[src/hdl/oqpt_pkg.sv]
// ----------------------------------------------------------------------------
// oqpt_pkg
// Shared widths, codes and types of the order queue position tracker.
// ----------------------------------------------------------------------------
package oqpt_pkg;

  localparam int unsigned PRICE_W    = 32;
  localparam int unsigned QTY_W      = 32;
  localparam int unsigned SEQ_W      = 64;
  localparam int unsigned TS_W       = 64;
  localparam int unsigned REQ_W      = 2;
  localparam int unsigned CFG_IDX_W  = 2;
  localparam int unsigned CFG_DATA_W = 64;

  localparam int unsigned OQPT_QUEUE_DEPTH = 4;

  // event kinds
  localparam logic [REQ_W-1:0] REQ_JOIN   = 2'd0;
  localparam logic [REQ_W-1:0] REQ_EXEC   = 2'd1;
  localparam logic [REQ_W-1:0] REQ_CANCEL = 2'd2;

  // configuration register indexes
  localparam logic [CFG_IDX_W-1:0] CFG_OUR_PRICE = 2'd0;
  localparam logic [CFG_IDX_W-1:0] CFG_OUR_SIDE  = 2'd1;
  localparam logic [CFG_IDX_W-1:0] CFG_JOIN_SEQ  = 2'd2;

  // classified operations handed from front to back
  localparam int unsigned OP_W = 3;
  localparam logic [OP_W-1:0] OP_NONE    = 3'd0;
  localparam logic [OP_W-1:0] OP_JOIN    = 3'd1;
  localparam logic [OP_W-1:0] OP_LEVEL   = 3'd2;
  localparam logic [OP_W-1:0] OP_THROUGH = 3'd3;
  localparam logic [OP_W-1:0] OP_CANCEL  = 3'd4;

  typedef struct packed {
    logic [PRICE_W-1:0] our_price;
    logic               our_side;
    logic [SEQ_W-1:0]   join_seq;
  } oqpt_cfg_t;

  typedef struct packed {
    logic [OP_W-1:0]  op;
    logic [QTY_W-1:0] qty;
    logic [QTY_W-1:0] level_qty;
    logic [TS_W-1:0]  ts;
    logic [TS_W-1:0]  match;
  } oqpt_op_t;

endpackage

[src/hdl/oqpt_if.sv]
// ----------------------------------------------------------------------------
// oqpt_if
// Valid/ready channel interfaces for market events and fill reports.
// ----------------------------------------------------------------------------
interface oqpt_in_if;
  import oqpt_pkg::*;

  logic               valid;
  logic               ready;
  logic [REQ_W-1:0]   req_type;
  logic               hist_known;
  logic               hist_side;
  logic [PRICE_W-1:0] hist_price;
  logic [SEQ_W-1:0]   hist_seq;
  logic [QTY_W-1:0]   qty;
  logic [QTY_W-1:0]   level_qty;
  logic [TS_W-1:0]    evt_ts;
  logic [TS_W-1:0]    match_id;

  modport source (
    output valid, req_type, hist_known, hist_side, hist_price, hist_seq,
           qty, level_qty, evt_ts, match_id,
    input  ready
  );

  modport sink (
    input  valid, req_type, hist_known, hist_side, hist_price, hist_seq,
           qty, level_qty, evt_ts, match_id,
    output ready
  );
endinterface

interface oqpt_out_if;
  import oqpt_pkg::*;

  logic               valid;
  logic               ready;
  logic               is_fill;
  logic [QTY_W-1:0]   fill_size;
  logic [PRICE_W-1:0] fill_px;
  logic [TS_W-1:0]    fill_ts;
  logic [TS_W-1:0]    fill_match;
  logic [QTY_W-1:0]   queue_ahead_now;
  logic [QTY_W-1:0]   remaining_now;

  modport source (
    output valid, is_fill, fill_size, fill_px, fill_ts, fill_match,
           queue_ahead_now, remaining_now,
    input  ready
  );

  modport sink (
    input  valid, is_fill, fill_size, fill_px, fill_ts, fill_match,
           queue_ahead_now, remaining_now,
    output ready
  );
endinterface

[src/hdl/oqpt_front.sv]
// ----------------------------------------------------------------------------
// oqpt_front
// Accepts market events and classifies them against our order.
// ----------------------------------------------------------------------------
module oqpt_front (
  input  logic                clk,
  input  logic                rst_n,
  input  oqpt_pkg::oqpt_cfg_t cfg,
  oqpt_in_if.sink             in_ch,
  output logic                push_valid,
  input  logic                push_ready,
  output oqpt_pkg::oqpt_op_t  push_data
);
  import oqpt_pkg::*;

  logic      v_r;
  logic      v_nxt;
  oqpt_op_t  op_r;
  oqpt_op_t  op_nxt;
  logic      in_fire;
  logic      same_side;
  logic      same_price;
  logic      through;

  assign in_ch.ready = !v_r || push_ready;
  assign in_fire     = in_ch.valid && in_ch.ready;

  assign same_side  = in_ch.hist_side == cfg.our_side;
  assign same_price = in_ch.hist_price == cfg.our_price;
  assign through    = cfg.our_side ? (in_ch.hist_price > cfg.our_price)
                                   : (in_ch.hist_price < cfg.our_price);

  always_comb begin
    op_nxt.qty       = in_ch.qty;
    op_nxt.level_qty = in_ch.level_qty;
    op_nxt.ts        = in_ch.evt_ts;
    op_nxt.match     = in_ch.match_id;
    op_nxt.op        = OP_NONE;
    unique case (in_ch.req_type)
      REQ_JOIN: begin
        op_nxt.op = OP_JOIN;
      end
      REQ_EXEC: begin
        if (in_ch.hist_known && same_side) begin
          if (same_price) begin
            op_nxt.op = OP_LEVEL;
          end else if (through) begin
            op_nxt.op = OP_THROUGH;
          end
        end
      end
      REQ_CANCEL: begin
        // equal sequence counts as ahead of us
        if (in_ch.hist_known && same_side && same_price &&
            in_ch.hist_seq <= cfg.join_seq) begin
          op_nxt.op = OP_CANCEL;
        end
      end
      default: begin
        op_nxt.op = OP_NONE;
      end
    endcase
  end

  always_comb begin
    v_nxt = v_r;
    if (in_fire) begin
      v_nxt = 1'b1;
    end else if (push_ready) begin
      v_nxt = 1'b0;
    end
  end

  always_ff @(posedge clk) begin
    if (!rst_n) begin
      v_r <= 1'b0;
    end else begin
      v_r <= v_nxt;
    end
  end

  always_ff @(posedge clk) begin
    if (in_fire) begin
      op_r <= op_nxt;
    end
  end

  assign push_valid = v_r;
  assign push_data  = op_r;

endmodule

[src/hdl/oqpt_fifo.sv]
// ----------------------------------------------------------------------------
// oqpt_fifo
// Short queue of classified operations between front and back.
// ----------------------------------------------------------------------------
module oqpt_fifo #(
  parameter int unsigned DEPTH = oqpt_pkg::OQPT_QUEUE_DEPTH
) (
  input  logic               clk,
  input  logic               rst_n,
  input  logic               push_valid,
  output logic               push_ready,
  input  oqpt_pkg::oqpt_op_t push_data,
  output logic               pop_valid,
  input  logic               pop_ready,
  output oqpt_pkg::oqpt_op_t pop_data
);
  import oqpt_pkg::*;

  localparam int unsigned PTR_W = (DEPTH > 1) ? $clog2(DEPTH) : 1;
  localparam int unsigned CNT_W = $clog2(DEPTH + 1);

  oqpt_op_t           mem_r [DEPTH];
  logic [PTR_W-1:0]   wr_ptr_r;
  logic [PTR_W-1:0]   wr_ptr_nxt;
  logic [PTR_W-1:0]   rd_ptr_r;
  logic [PTR_W-1:0]   rd_ptr_nxt;
  logic [CNT_W-1:0]   count_r;
  logic [CNT_W-1:0]   count_nxt;
  logic               push;
  logic               pop;

  assign push_ready = count_r != CNT_W'(DEPTH);
  assign pop_valid  = count_r != '0;
  assign push       = push_valid && push_ready;
  assign pop        = pop_valid && pop_ready;
  assign pop_data   = mem_r[rd_ptr_r];

  always_comb begin
    wr_ptr_nxt = wr_ptr_r;
    rd_ptr_nxt = rd_ptr_r;
    count_nxt  = count_r;
    if (push) begin
      wr_ptr_nxt = (wr_ptr_r == PTR_W'(DEPTH - 1)) ? '0 : wr_ptr_r + 1'b1;
    end
    if (pop) begin
      rd_ptr_nxt = (rd_ptr_r == PTR_W'(DEPTH - 1)) ? '0 : rd_ptr_r + 1'b1;
    end
    if (push && !pop) begin
      count_nxt = count_r + 1'b1;
    end else if (pop && !push) begin
      count_nxt = count_r - 1'b1;
    end
  end

  always_ff @(posedge clk) begin
    if (!rst_n) begin
      wr_ptr_r <= '0;
      rd_ptr_r <= '0;
      count_r  <= '0;
    end else begin
      wr_ptr_r <= wr_ptr_nxt;
      rd_ptr_r <= rd_ptr_nxt;
      count_r  <= count_nxt;
    end
  end

  always_ff @(posedge clk) begin
    if (push) begin
      mem_r[wr_ptr_r] <= push_data;
    end
  end

endmodule

[src/hdl/oqpt_back.sv]
// ----------------------------------------------------------------------------
// oqpt_back
// Applies classified operations to the queue position and remaining quantity.
// ----------------------------------------------------------------------------
module oqpt_back (
  input  logic                clk,
  input  logic                rst_n,
  input  oqpt_pkg::oqpt_cfg_t cfg,
  input  logic                pop_valid,
  output logic                pop_ready,
  input  oqpt_pkg::oqpt_op_t  pop_data,
  oqpt_out_if.source          out_ch
);
  import oqpt_pkg::*;

  logic [QTY_W-1:0]   qp_r;
  logic [QTY_W-1:0]   qp_nxt;
  logic [QTY_W-1:0]   rem_r;
  logic [QTY_W-1:0]   rem_nxt;
  logic               out_v_r;
  logic               out_v_nxt;
  logic               fill_r;
  logic [QTY_W-1:0]   fq_r;
  logic [PRICE_W-1:0] price_r;
  logic [TS_W-1:0]    ts_r;
  logic [TS_W-1:0]    match_r;
  logic               fill;
  logic [QTY_W-1:0]   fq;
  logic               pop;
  logic [QTY_W-1:0]   lvl_used;
  logic [QTY_W-1:0]   lvl_left;
  logic [QTY_W-1:0]   lvl_qp;
  logic [QTY_W-1:0]   lvl_fq;
  logic [QTY_W-1:0]   thr_fq;

  assign pop_ready = !out_v_r || out_ch.ready;
  assign pop       = pop_valid && pop_ready;

  // same-level execution eats the queue ahead first
  assign lvl_used = (qp_r < pop_data.qty) ? qp_r : pop_data.qty;
  assign lvl_left = pop_data.qty - lvl_used;
  assign lvl_qp   = qp_r - lvl_used;
  assign lvl_fq   = (rem_r < lvl_left) ? rem_r : lvl_left;
  assign thr_fq   = (rem_r < pop_data.qty) ? rem_r : pop_data.qty;

  always_comb begin
    qp_nxt  = qp_r;
    rem_nxt = rem_r;
    fill    = 1'b0;
    fq      = '0;
    unique case (pop_data.op)
      OP_JOIN: begin
        qp_nxt  = pop_data.level_qty;
        rem_nxt = pop_data.qty;
      end
      OP_LEVEL: begin
        if (rem_r != '0) begin
          qp_nxt = lvl_qp;
          if (lvl_qp == '0 && lvl_left != '0) begin
            fill    = 1'b1;
            fq      = lvl_fq;
            rem_nxt = rem_r - lvl_fq;
          end
        end
      end
      OP_THROUGH: begin
        if (rem_r != '0) begin
          qp_nxt  = '0;
          fill    = 1'b1;
          fq      = thr_fq;
          rem_nxt = rem_r - thr_fq;
        end
      end
      OP_CANCEL: begin
        qp_nxt = lvl_qp;
      end
      default: begin
        qp_nxt = qp_r;
      end
    endcase
  end

  always_comb begin
    out_v_nxt = out_v_r;
    if (pop) begin
      out_v_nxt = 1'b1;
    end else if (out_ch.ready) begin
      out_v_nxt = 1'b0;
    end
  end

  always_ff @(posedge clk) begin
    if (!rst_n) begin
      qp_r    <= '0;
      rem_r   <= '0;
      out_v_r <= 1'b0;
    end else begin
      out_v_r <= out_v_nxt;
      if (pop) begin
        qp_r  <= qp_nxt;
        rem_r <= rem_nxt;
      end
    end
  end

  // hold the result until the receiver takes it
  always_ff @(posedge clk) begin
    if (pop) begin
      fill_r  <= fill;
      fq_r    <= fq;
      price_r <= fill ? cfg.our_price : '0;
      ts_r    <= fill ? pop_data.ts : '0;
      match_r <= fill ? pop_data.match : '0;
    end
  end

  assign out_ch.valid           = out_v_r;
  assign out_ch.is_fill         = fill_r;
  assign out_ch.fill_size       = fq_r;
  assign out_ch.fill_px         = price_r;
  assign out_ch.fill_ts         = ts_r;
  assign out_ch.fill_match      = match_r;
  assign out_ch.queue_ahead_now = qp_r;
  assign out_ch.remaining_now   = rem_r;

endmodule

[src/hdl/order_queue_position_tracker.sv]
// ----------------------------------------------------------------------------
// order_queue_position_tracker
// Tracks one resting order's place in a FIFO price-level queue.
// ----------------------------------------------------------------------------
// Usage:
//   in_ch carries market events (join, execute, cancel); out_ch returns one
//   report per event: fill flag, fill quantity, price, timestamp and match
//   number, plus the queue ahead and the remaining quantity afterwards.
//   cfg_we/cfg_idx/cfg_wdata write order price, order side and join sequence;
//   write them only while no transaction is in flight.
//   A report passes the classify register, the queue and the result register
//   before it is presented on out_ch.
//   Throughput: one transaction per cycle while out_ch does not stall.
//   Reset clears the configuration, queue position, remaining quantity and
//   the internal queue.
//   When out_ch stalls, the result register holds, the internal queue and
//   the classify register fill and then in_ch.ready drops; nothing is lost
//   or repeated.
// ----------------------------------------------------------------------------
module order_queue_position_tracker #(
  parameter int unsigned QUEUE_DEPTH = oqpt_pkg::OQPT_QUEUE_DEPTH
) (
  input  logic                                clk,
  input  logic                                rst_n,
  input  logic                                cfg_we,
  input  logic [oqpt_pkg::CFG_IDX_W-1:0]      cfg_idx,
  input  logic [oqpt_pkg::CFG_DATA_W-1:0]     cfg_wdata,
  oqpt_in_if.sink                             in_ch,
  oqpt_out_if.source                          out_ch
);
  import oqpt_pkg::*;

  oqpt_cfg_t cfg_r;
  oqpt_cfg_t cfg_nxt;
  logic      push_valid;
  logic      push_ready;
  oqpt_op_t  push_data;
  logic      pop_valid;
  logic      pop_ready;
  oqpt_op_t  pop_data;

  always_comb begin
    cfg_nxt = cfg_r;
    if (cfg_we) begin
      unique case (cfg_idx)
        CFG_OUR_PRICE: cfg_nxt.our_price = cfg_wdata[PRICE_W-1:0];
        CFG_OUR_SIDE:  cfg_nxt.our_side  = cfg_wdata[0];
        CFG_JOIN_SEQ:  cfg_nxt.join_seq  = cfg_wdata[SEQ_W-1:0];
        default:       cfg_nxt           = cfg_r;
      endcase
    end
  end

  always_ff @(posedge clk) begin
    if (!rst_n) begin
      cfg_r <= '0;
    end else begin
      cfg_r <= cfg_nxt;
    end
  end

  oqpt_front u_front (
    .clk        (clk),
    .rst_n      (rst_n),
    .cfg        (cfg_r),
    .in_ch      (in_ch),
    .push_valid (push_valid),
    .push_ready (push_ready),
    .push_data  (push_data)
  );

  oqpt_fifo #(
    .DEPTH (QUEUE_DEPTH)
  ) u_fifo (
    .clk        (clk),
    .rst_n      (rst_n),
    .push_valid (push_valid),
    .push_ready (push_ready),
    .push_data  (push_data),
    .pop_valid  (pop_valid),
    .pop_ready  (pop_ready),
    .pop_data   (pop_data)
  );

  oqpt_back u_back (
    .clk       (clk),
    .rst_n     (rst_n),
    .cfg       (cfg_r),
    .pop_valid (pop_valid),
    .pop_ready (pop_ready),
    .pop_data  (pop_data),
    .out_ch    (out_ch)
  );

  a_fill_price : assert property (@(posedge clk) disable iff (!rst_n)
    out_ch.valid && out_ch.is_fill |-> out_ch.fill_px == cfg_r.our_price)
    else $error("fill price differs from order price");

  a_no_fill_zero : assert property (@(posedge clk) disable iff (!rst_n)
    out_ch.valid && !out_ch.is_fill |->
      out_ch.fill_size == '0 && out_ch.fill_px == '0 &&
      out_ch.fill_ts == '0 && out_ch.fill_match == '0)
    else $error("non-fill report carries fill data");

  a_fill_empty_queue : assert property (@(posedge clk) disable iff (!rst_n)
    out_ch.valid && out_ch.is_fill |-> out_ch.queue_ahead_now == '0)
    else $error("fill reported with quantity still ahead");

  a_stall_blocks_pop : assert property (@(posedge clk) disable iff (!rst_n)
    out_ch.valid && !out_ch.ready |-> !pop_ready)
    else $error("queue popped while result stalled");

endmodule
[src/flat_wrapper.sv]
// flat-port wrapper written by rule: the top's interface ports become plain ports
module order_queue_position_tracker_flat import oqpt_pkg::*;
#(
  parameter int unsigned QUEUE_DEPTH = oqpt_pkg::OQPT_QUEUE_DEPTH
)
  (clk, rst_n, cfg_we, cfg_idx, cfg_wdata, in_ch_valid, in_ch_req_type, in_ch_hist_known, in_ch_hist_side, in_ch_hist_price, in_ch_hist_seq, in_ch_qty, in_ch_level_qty, in_ch_evt_ts, in_ch_match_id, in_ch_ready, out_ch_valid, out_ch_is_fill, out_ch_fill_size, out_ch_fill_px, out_ch_fill_ts, out_ch_fill_match, out_ch_queue_ahead_now, out_ch_remaining_now, out_ch_ready);
  oqpt_in_if in_ch_i ();
  oqpt_out_if out_ch_i ();
  input  logic clk;
  input  logic rst_n;
  input  logic cfg_we;
  input  logic [oqpt_pkg::CFG_IDX_W-1:0] cfg_idx;
  input  logic [oqpt_pkg::CFG_DATA_W-1:0] cfg_wdata;
  input wire logic [$bits(in_ch_i.valid)-1:0] in_ch_valid;
  input wire logic [$bits(in_ch_i.req_type)-1:0] in_ch_req_type;
  input wire logic [$bits(in_ch_i.hist_known)-1:0] in_ch_hist_known;
  input wire logic [$bits(in_ch_i.hist_side)-1:0] in_ch_hist_side;
  input wire logic [$bits(in_ch_i.hist_price)-1:0] in_ch_hist_price;
  input wire logic [$bits(in_ch_i.hist_seq)-1:0] in_ch_hist_seq;
  input wire logic [$bits(in_ch_i.qty)-1:0] in_ch_qty;
  input wire logic [$bits(in_ch_i.level_qty)-1:0] in_ch_level_qty;
  input wire logic [$bits(in_ch_i.evt_ts)-1:0] in_ch_evt_ts;
  input wire logic [$bits(in_ch_i.match_id)-1:0] in_ch_match_id;
  output wire logic [$bits(in_ch_i.ready)-1:0] in_ch_ready;
  output wire logic [$bits(out_ch_i.valid)-1:0] out_ch_valid;
  output wire logic [$bits(out_ch_i.is_fill)-1:0] out_ch_is_fill;
  output wire logic [$bits(out_ch_i.fill_size)-1:0] out_ch_fill_size;
  output wire logic [$bits(out_ch_i.fill_px)-1:0] out_ch_fill_px;
  output wire logic [$bits(out_ch_i.fill_ts)-1:0] out_ch_fill_ts;
  output wire logic [$bits(out_ch_i.fill_match)-1:0] out_ch_fill_match;
  output wire logic [$bits(out_ch_i.queue_ahead_now)-1:0] out_ch_queue_ahead_now;
  output wire logic [$bits(out_ch_i.remaining_now)-1:0] out_ch_remaining_now;
  input wire logic [$bits(out_ch_i.ready)-1:0] out_ch_ready;
  assign in_ch_i.valid = in_ch_valid;
  assign in_ch_i.req_type = in_ch_req_type;
  assign in_ch_i.hist_known = in_ch_hist_known;
  assign in_ch_i.hist_side = in_ch_hist_side;
  assign in_ch_i.hist_price = in_ch_hist_price;
  assign in_ch_i.hist_seq = in_ch_hist_seq;
  assign in_ch_i.qty = in_ch_qty;
  assign in_ch_i.level_qty = in_ch_level_qty;
  assign in_ch_i.evt_ts = in_ch_evt_ts;
  assign in_ch_i.match_id = in_ch_match_id;
  assign in_ch_ready = in_ch_i.ready;
  assign out_ch_valid = out_ch_i.valid;
  assign out_ch_is_fill = out_ch_i.is_fill;
  assign out_ch_fill_size = out_ch_i.fill_size;
  assign out_ch_fill_px = out_ch_i.fill_px;
  assign out_ch_fill_ts = out_ch_i.fill_ts;
  assign out_ch_fill_match = out_ch_i.fill_match;
  assign out_ch_queue_ahead_now = out_ch_i.queue_ahead_now;
  assign out_ch_remaining_now = out_ch_i.remaining_now;
  assign out_ch_i.ready = out_ch_ready;
  order_queue_position_tracker #(.QUEUE_DEPTH(QUEUE_DEPTH)) u_core (.clk(clk), .rst_n(rst_n), .cfg_we(cfg_we), .cfg_idx(cfg_idx), .cfg_wdata(cfg_wdata), .in_ch(in_ch_i), .out_ch(out_ch_i));
endmodule
[config.mk]
export PLATFORM = sky130hd
export DESIGN_NAME = order_queue_position_tracker_flat
export DESIGN_NICKNAME = d
export VERILOG_FILES = /design/src/hdl/oqpt_pkg.sv /design/src/hdl/oqpt_if.sv /design/src/hdl/oqpt_front.sv /design/src/hdl/oqpt_fifo.sv /design/src/hdl/oqpt_back.sv /design/src/hdl/order_queue_position_tracker.sv /design/src/flat_wrapper.sv
export SDC_FILE = /design/constraint.sdc
export NUM_CORES = 2
export LEC_CHECK = 0
export ABC_AREA = 1
export BUFFER_PORTS_ARGS = -buffer_cell sky130_fd_sc_hd__buf_2
export CAP_MARGIN = 20
export CORE_ASPECT_RATIO = 0.6
export CORE_MARGIN = 2
export CORE_UTILIZATION = 35
export DETAILED_ROUTE_END_ITERATION = 10
export GPL_ROUTABILITY_DRIVEN = 0
export PLACE_DENSITY = 0.51
export SYNTH_ARGS = -nofsm -noshare
export SYNTH_HDL_FRONTEND = slang
export SYNTH_HIERARCHICAL = 1
export SYNTH_SLANG_ARGS = --single-unit
[constraint.sdc]
create_clock -name clk -period 12.4 [get_ports clk]
set_input_delay 1.24 -clock clk [delete_from_list [all_inputs] [get_ports clk]]
set_output_delay 1.24 -clock clk [all_outputs]
set_load 0.01 [all_outputs]
After elaboration in Yosys (flattened, before gate mapping) --
Memory sizes are Yosys's and may differ from the RTL's. A register that Yosys moved wholly into a read port is not among the register bits. Cells that the tools add are included.
Word-level totals: register bits 558, bits in writable memories 780, memories 1
Cells by class: add/sub/neg operators 8, magnitude comparators 6, equality and inequality tests 16, multiplexer cells 36, reduce and logical (&&, ||, !) cells 31
Memories:
- u_core.u_fifo.mem_r | words 4, width 195, read ports 1, clocked after Yosys merged registers in 1, write ports 1, RTL line oqpt_fifo.sv:22 | oqpt_op_t mem_r [DEPTH];
Operators by type and width (count):
- 32-bit 2-to-1 mux | 11
- 32-bit less-than comparator | 4
- 32-bit one-hot mux with 4 select lines | 1
- 32-bit subtractor | 4
- 32-bit one-hot mux with 3 select lines | 1
- 64-bit less-or-equal comparator | 1
- 32-bit one-hot mux with 2 select lines | 1
- 32-bit nonzero test | 2
- 32-bit equality test | 1
- 32-bit > comparator | 1
- 32-bit zero test | 1
- 2-bit 2-to-1 mux | 7
- 1-bit 2-to-1 mux | 10
- 1-bit logical AND | 9
- 3-bit 2-to-1 mux | 3
- 3-bit one-hot mux with 3 select lines | 1
- 2-bit equality test, second input constant | 4
- 3-bit by 2-bit equality test with 1-bit output, second input constant | 2
- 2-bit inequality test, second input constant | 3
- 2-bit AND reduction | 3
- 2-bit nonzero test | 3
- 3-bit nonzero test | 2
- 5-bit AND reduction | 1
- 2-bit by 1-bit adder with 2-bit output, second input constant | 2
- other kinds (13) | 19

Logic depth before layout (Yosys ltp) --
word-level depth 9, depth in mapped cells 81, gate-level depth less buffers 74

Hierarchy --
Netlist, hierarchy kept.
Modules (own cells, without submodules):
- oqpt_fifo | instances 1, cells each 1955, area an instance 29204.3 µm², sequential area each 23602.6 µm²
- oqpt_back | instances 1, cells each 2567, area an instance 20150.6 µm², sequential area each 7096.8 µm²
- oqpt_front | instances 1, cells each 632, area an instance 8563.2 µm², sequential area each 5875.6 µm²
- order_queue_position_tracker | instances 1, cells each 625, area an instance 4119.0 µm², sequential area each 1941.9 µm²

Worst setup path after synthesis --
Ideal clock, no wire load.
path kind input -> register, from input port in_ch_valid, to register u_core.u_front.op_r, in the netlist u_core/u_front/push_data[0], enable pin, arrival time 10.640 ns, required time 11.586 ns, setup slack 0.946 ns, stages on the path 2, cells stage by stage inv_1 -> a21oi_1
On the way: longest elaborated chain between the ends 1
Ends and longest elaborated chain:
- start: declaration | RTL line flat_wrapper.sv:14 | input wire logic [$bits(in_ch_i.valid)-1:0] in_ch_valid;
- 1-bit logical AND | RTL line oqpt_front.sv:26 | assign in_fire = in_ch.valid && in_ch.ready;
- named net u_core.u_front.in_fire | RTL line oqpt_front.sv:20 | logic in_fire;
- end signal: assignment | RTL line oqpt_front.sv:84 | op_r <= op_nxt;
- end: declaration | RTL line oqpt_front.sv:18 | oqpt_op_t op_r;
The timed path passes the listed nets, and every way through them passes these cells. A chain may end at the register's enable or synchronous reset.

==> impl_metrics.yaml <==
run_status:
  status: "finished, final reports clean"
floorplanning:
  core-area_mm2: 0.1757
  die_h_um: 330.1
  die_w_um: 547.5
  rows: 119
  ios: 622
  start_util_pct: 35.31
  die-area_mm2: 0.1807
global_routing:
  gr-usage-all-layers_pct: 20.47
  grt_antenna_before_repair: 36
  grt_pass1_wl_mm: 278.6
  grt_max_degree: 100
  overflow: 0
  grt_pass1_vias: 41550
timing:
  timing.fmax_mhz: 88.02
  setup_slack_ns: 1.039
  finalHoldViolCount: 0
  skew_ns: 0.07082
  timing.final.crit_share_pct: 91.62
  rsz0062_at_grt: "false"
  relSlewSlack_pct: 19.70
  finalCriticalPeriod_ns: 11.36
  tightestPinTransition_ns: 1.203
  maxSlewViolCount: 0
  final.setup.tns_ns: 0
  setup_viol: 0
setup_path:
  crit_type: "reg2reg"
  slowest_delay_ns: 0.58
  worstRegToRegCells: 60
  critPathRequiredTime_ns: 13.08
  cp_max_fo: 31
  cpMostUsedCell: "nand2_1"
  cp-start-kind: "flip-flop"
  rrSetupSlack_ns: 1.04
  crit_family: "simple AND/OR/NAND/NOR gates"
  arrival_ns: 12.04
  worst-path-stages: 60
  cp-end-kind: "flip-flop"
  worst_path_max_delay_cell: "o22ai_1"
  rr_endpoint: "u_core/u_back/out_ch.remaining_now[29]"
  path_buf_inv: 5
  cp-endpoint: "u_core/u_back/out_ch.remaining_now[29]"
power:
  power.share.switching_pct: 46.62
  peakVddDrop_v: 0.0001962
  power.share.combinational_pct: 52.3
  p_switching_w: 0.01017
  pwr-share-clk_pct: 19.6
  p_per_area_mw_per_mm2: 302.0
  p_leak_nw: 28.25
  p_int_w: 0.01164
  p_seq_share_pct: 28.1
layout:
  mostFrequentLayoutCells: "1168 x edfxtp_1, 772 x nor2_1, 743 x nand2_1"
  area_delta_synth_final_pct: 16.43
  nets: 7024
  finalNonFillerCells: 8852
  final_common_cell: "edfxtp_1"
  drive_gt1_share_pct: 17.13
hold_path:
  min_path_type: "reg2reg"
logic_synthesis:
  yosys_warnings: 6
  synth_nets: 6424
  ys_async_sr_fraction_pct: 0
  synth.top_cell.area_share_pct: 56.54
  postSynthCellCount: 5779
  synth_area_leaders: "edfxtp_1 57%, ha_1 5.6%, dfxtp_1 5.6%, o21ai_0 5.1%, nor2_1 4.7%"
  ys.flop_type: "edfxtp_1"
  synth_cell_types: 61
  synth_edf_count: 1168
  ys_seq_elements: 1340
  yosysTopAreaCell: "edfxtp_1"
  ys_seq_area_share_pct: 62.09
  syn-mean-instance-area_um2: 10.73
  syn_area_mm2: 0.06204
cts:
  cts_tree: "yes"
  cts.sinks: 1340
  numCtsBuffers: 144
  cts_max_path_buffers: 4
  clk_pin_slew_worst_paths_ns: 0.06
  htree_levels: 4
  root_buffer: "clkbuf_16"
  cts_hold_buf: 0
  insertion_delay_ns: 0.80
drt:
  drc: 0
  wl_mm: 191.5
  num_vias: 44920
  ant_nets: 0
  drt_iter0_markers: 4168
  routed_via_density: 5.074
  post_drt_wl_per_cell_um: 21.63
  drtPass1Iterations: 6
place:
  place.port_buffers: 621
  place_hpwl_mm: 130.4
  placed_cells: 8584
  preCtsSetupSlack_ns: 0.5583
job:
  maxCapViolCount: 0
## worst min path at each step
stage,from,cells past startpoint,end
6_report,u_core/u_front/push_data[76],0,u_core/u_fifo/mem_r[0][76]
5_1_grt,u_core/u_front/push_data[33],0,u_core/u_fifo/mem_r[2][33]
4_1_cts,u_core/u_front/push_data[33],0,u_core/u_fifo/mem_r[2][33]
3_5_place_dp,u_core/u_front/push_data[125],0,u_core/u_fifo/mem_r[0][125]
3_3_place_gp,u_core/u_front/push_data[122],0,u_core/u_fifo/mem_r[2][122]
2_1_floorplan,u_core/u_front/push_data[0],0,u_core/u_fifo/mem_r[0][0]
## final cells by class
class | count | area, µm²
clock buffer | 172 | 3772
sequential | 1340 | 38520
inverter | 634 | 2439
multi-input combinational | 3554 | 19860
timing repair buffer | 705 | 3865
clock inverter | 81 | 799.5
tap | 2359 | 2952
fill | 17030 | 103500
antenna | 7 | 17.52
## cell usage after synthesis, types with 3 or more instances
master and number:
xnor2_1 27, buf_6 22, a211oi_1 12, o21ai_1 52, o21ai_2 4, o21ai_0 638, nand2_2 15, a21boi_1 3
dfxtp_1 172, buf_12 11, clkbuf_1 141, ha_1 278, buf_2 65, o211ai_1 4, nor2_4 104, nand4_1 74
a21oi_2 5, o221ai_1 5, or2_1 3, inv_2 11, a21oi_1 307, nor2_2 3, a21o_1 6, o21a_1 18
o21bai_1 5, o22ai_1 200, nand3b_1 12, a31oi_1 9, nand3_2 10, nand3_1 115, nand2_1 743, a221oi_1 9
inv_1 620, nor4_1 14, fa_1 4, nor3_1 27, a21boi_0 3, edfxtp_1 1168, xor2_1 30, buf_4 10
or2_2 17, nor2_1 779
## metrics by stage
| step | area [µm²] | total power, W | util (%) | hold slack [ns] |
|---|---|---|---|---|
| after global placement | 67440 | 0.01716 | 38.38 | 0.4798 |
| after global routing | 72230 | 0.02328 | 41.11 | 0.5039 |
| after detailed placement | 67440 | 0.01721 | 38.38 | 0.4771 |
| after CTS | 72010 | 0.02158 | 40.99 | 0.4782 |
| after floorplan | 62040 | 0.01378 | - | 0.4587 |
| final | 72230 | 0.02181 | 41.11 | 0.4816 |
## per-layer routing
metal  global-route usage (%)  share of wire [%]  vias to the layer above
li1                         -                  -                    21260
met4                    4.093                1.8                       26
met5                   0.3846               0.29                        -
met2                    29.89                 42                     1570
met1                    31.01                 48                    21800
met3                    4.409                7.9                      265
## flip-flops by register name, indices dropped and copies added (netlist names), 64 cells and up, named ones only
register                         cells
u_core/u_back/out_ch.fill_match     64
u_core/cfg_r                        97
u_core/u_front/push_data           195
u_core/u_fifo/mem_r                780
u_core/u_back/out_ch.fill_ts        64
## timing repair
action | in CTS | in global routing
endpoints found under the hold margin | 0 | 0
endpoints found under the setup margin | 0 | 12
setup buffers | 0 | 8
gates resized for setup | 0 | 18
## worst register-to-register path, delay by kind of cell, from the launching register on
kind            cells  cell delay (ns)
compound gates     17             3.55
simple gates       32             4.66
xor+xnor            1             0.17
buf+inv             5             0.87
flops               1             0.41
fa+ha+maj           5             1.61
## power by group through the flow
stage | clock network, W | registers (W) | logic (W)
finish | 0.00427 | 0.00613 | 0.0114
global route | 0.00458 | 0.00619 | 0.0125
CTS | 0.00440 | 0.00616 | 0.0110
detailed placement | 0 | 0.00625 | 0.0110
global placement | 0 | 0.00624 | 0.0109
floorplan | 0 | 0.00638 | 0.00740
## kinds of logic after synthesis
kind of cell             count (synthesis)  share of synthesized area (%)
AND/OR/NAND/NOR                       1926                          14.03
buffers and inverters                  885                          6.105
flip-flops                            1340                          62.09
AO/OA/AOI/OAI                         1288                          11.21
adder cells (fa/ha/maj)                282                          5.736
XOR/XNOR                                58                         0.8310
(Power assumes the default switching activity.)
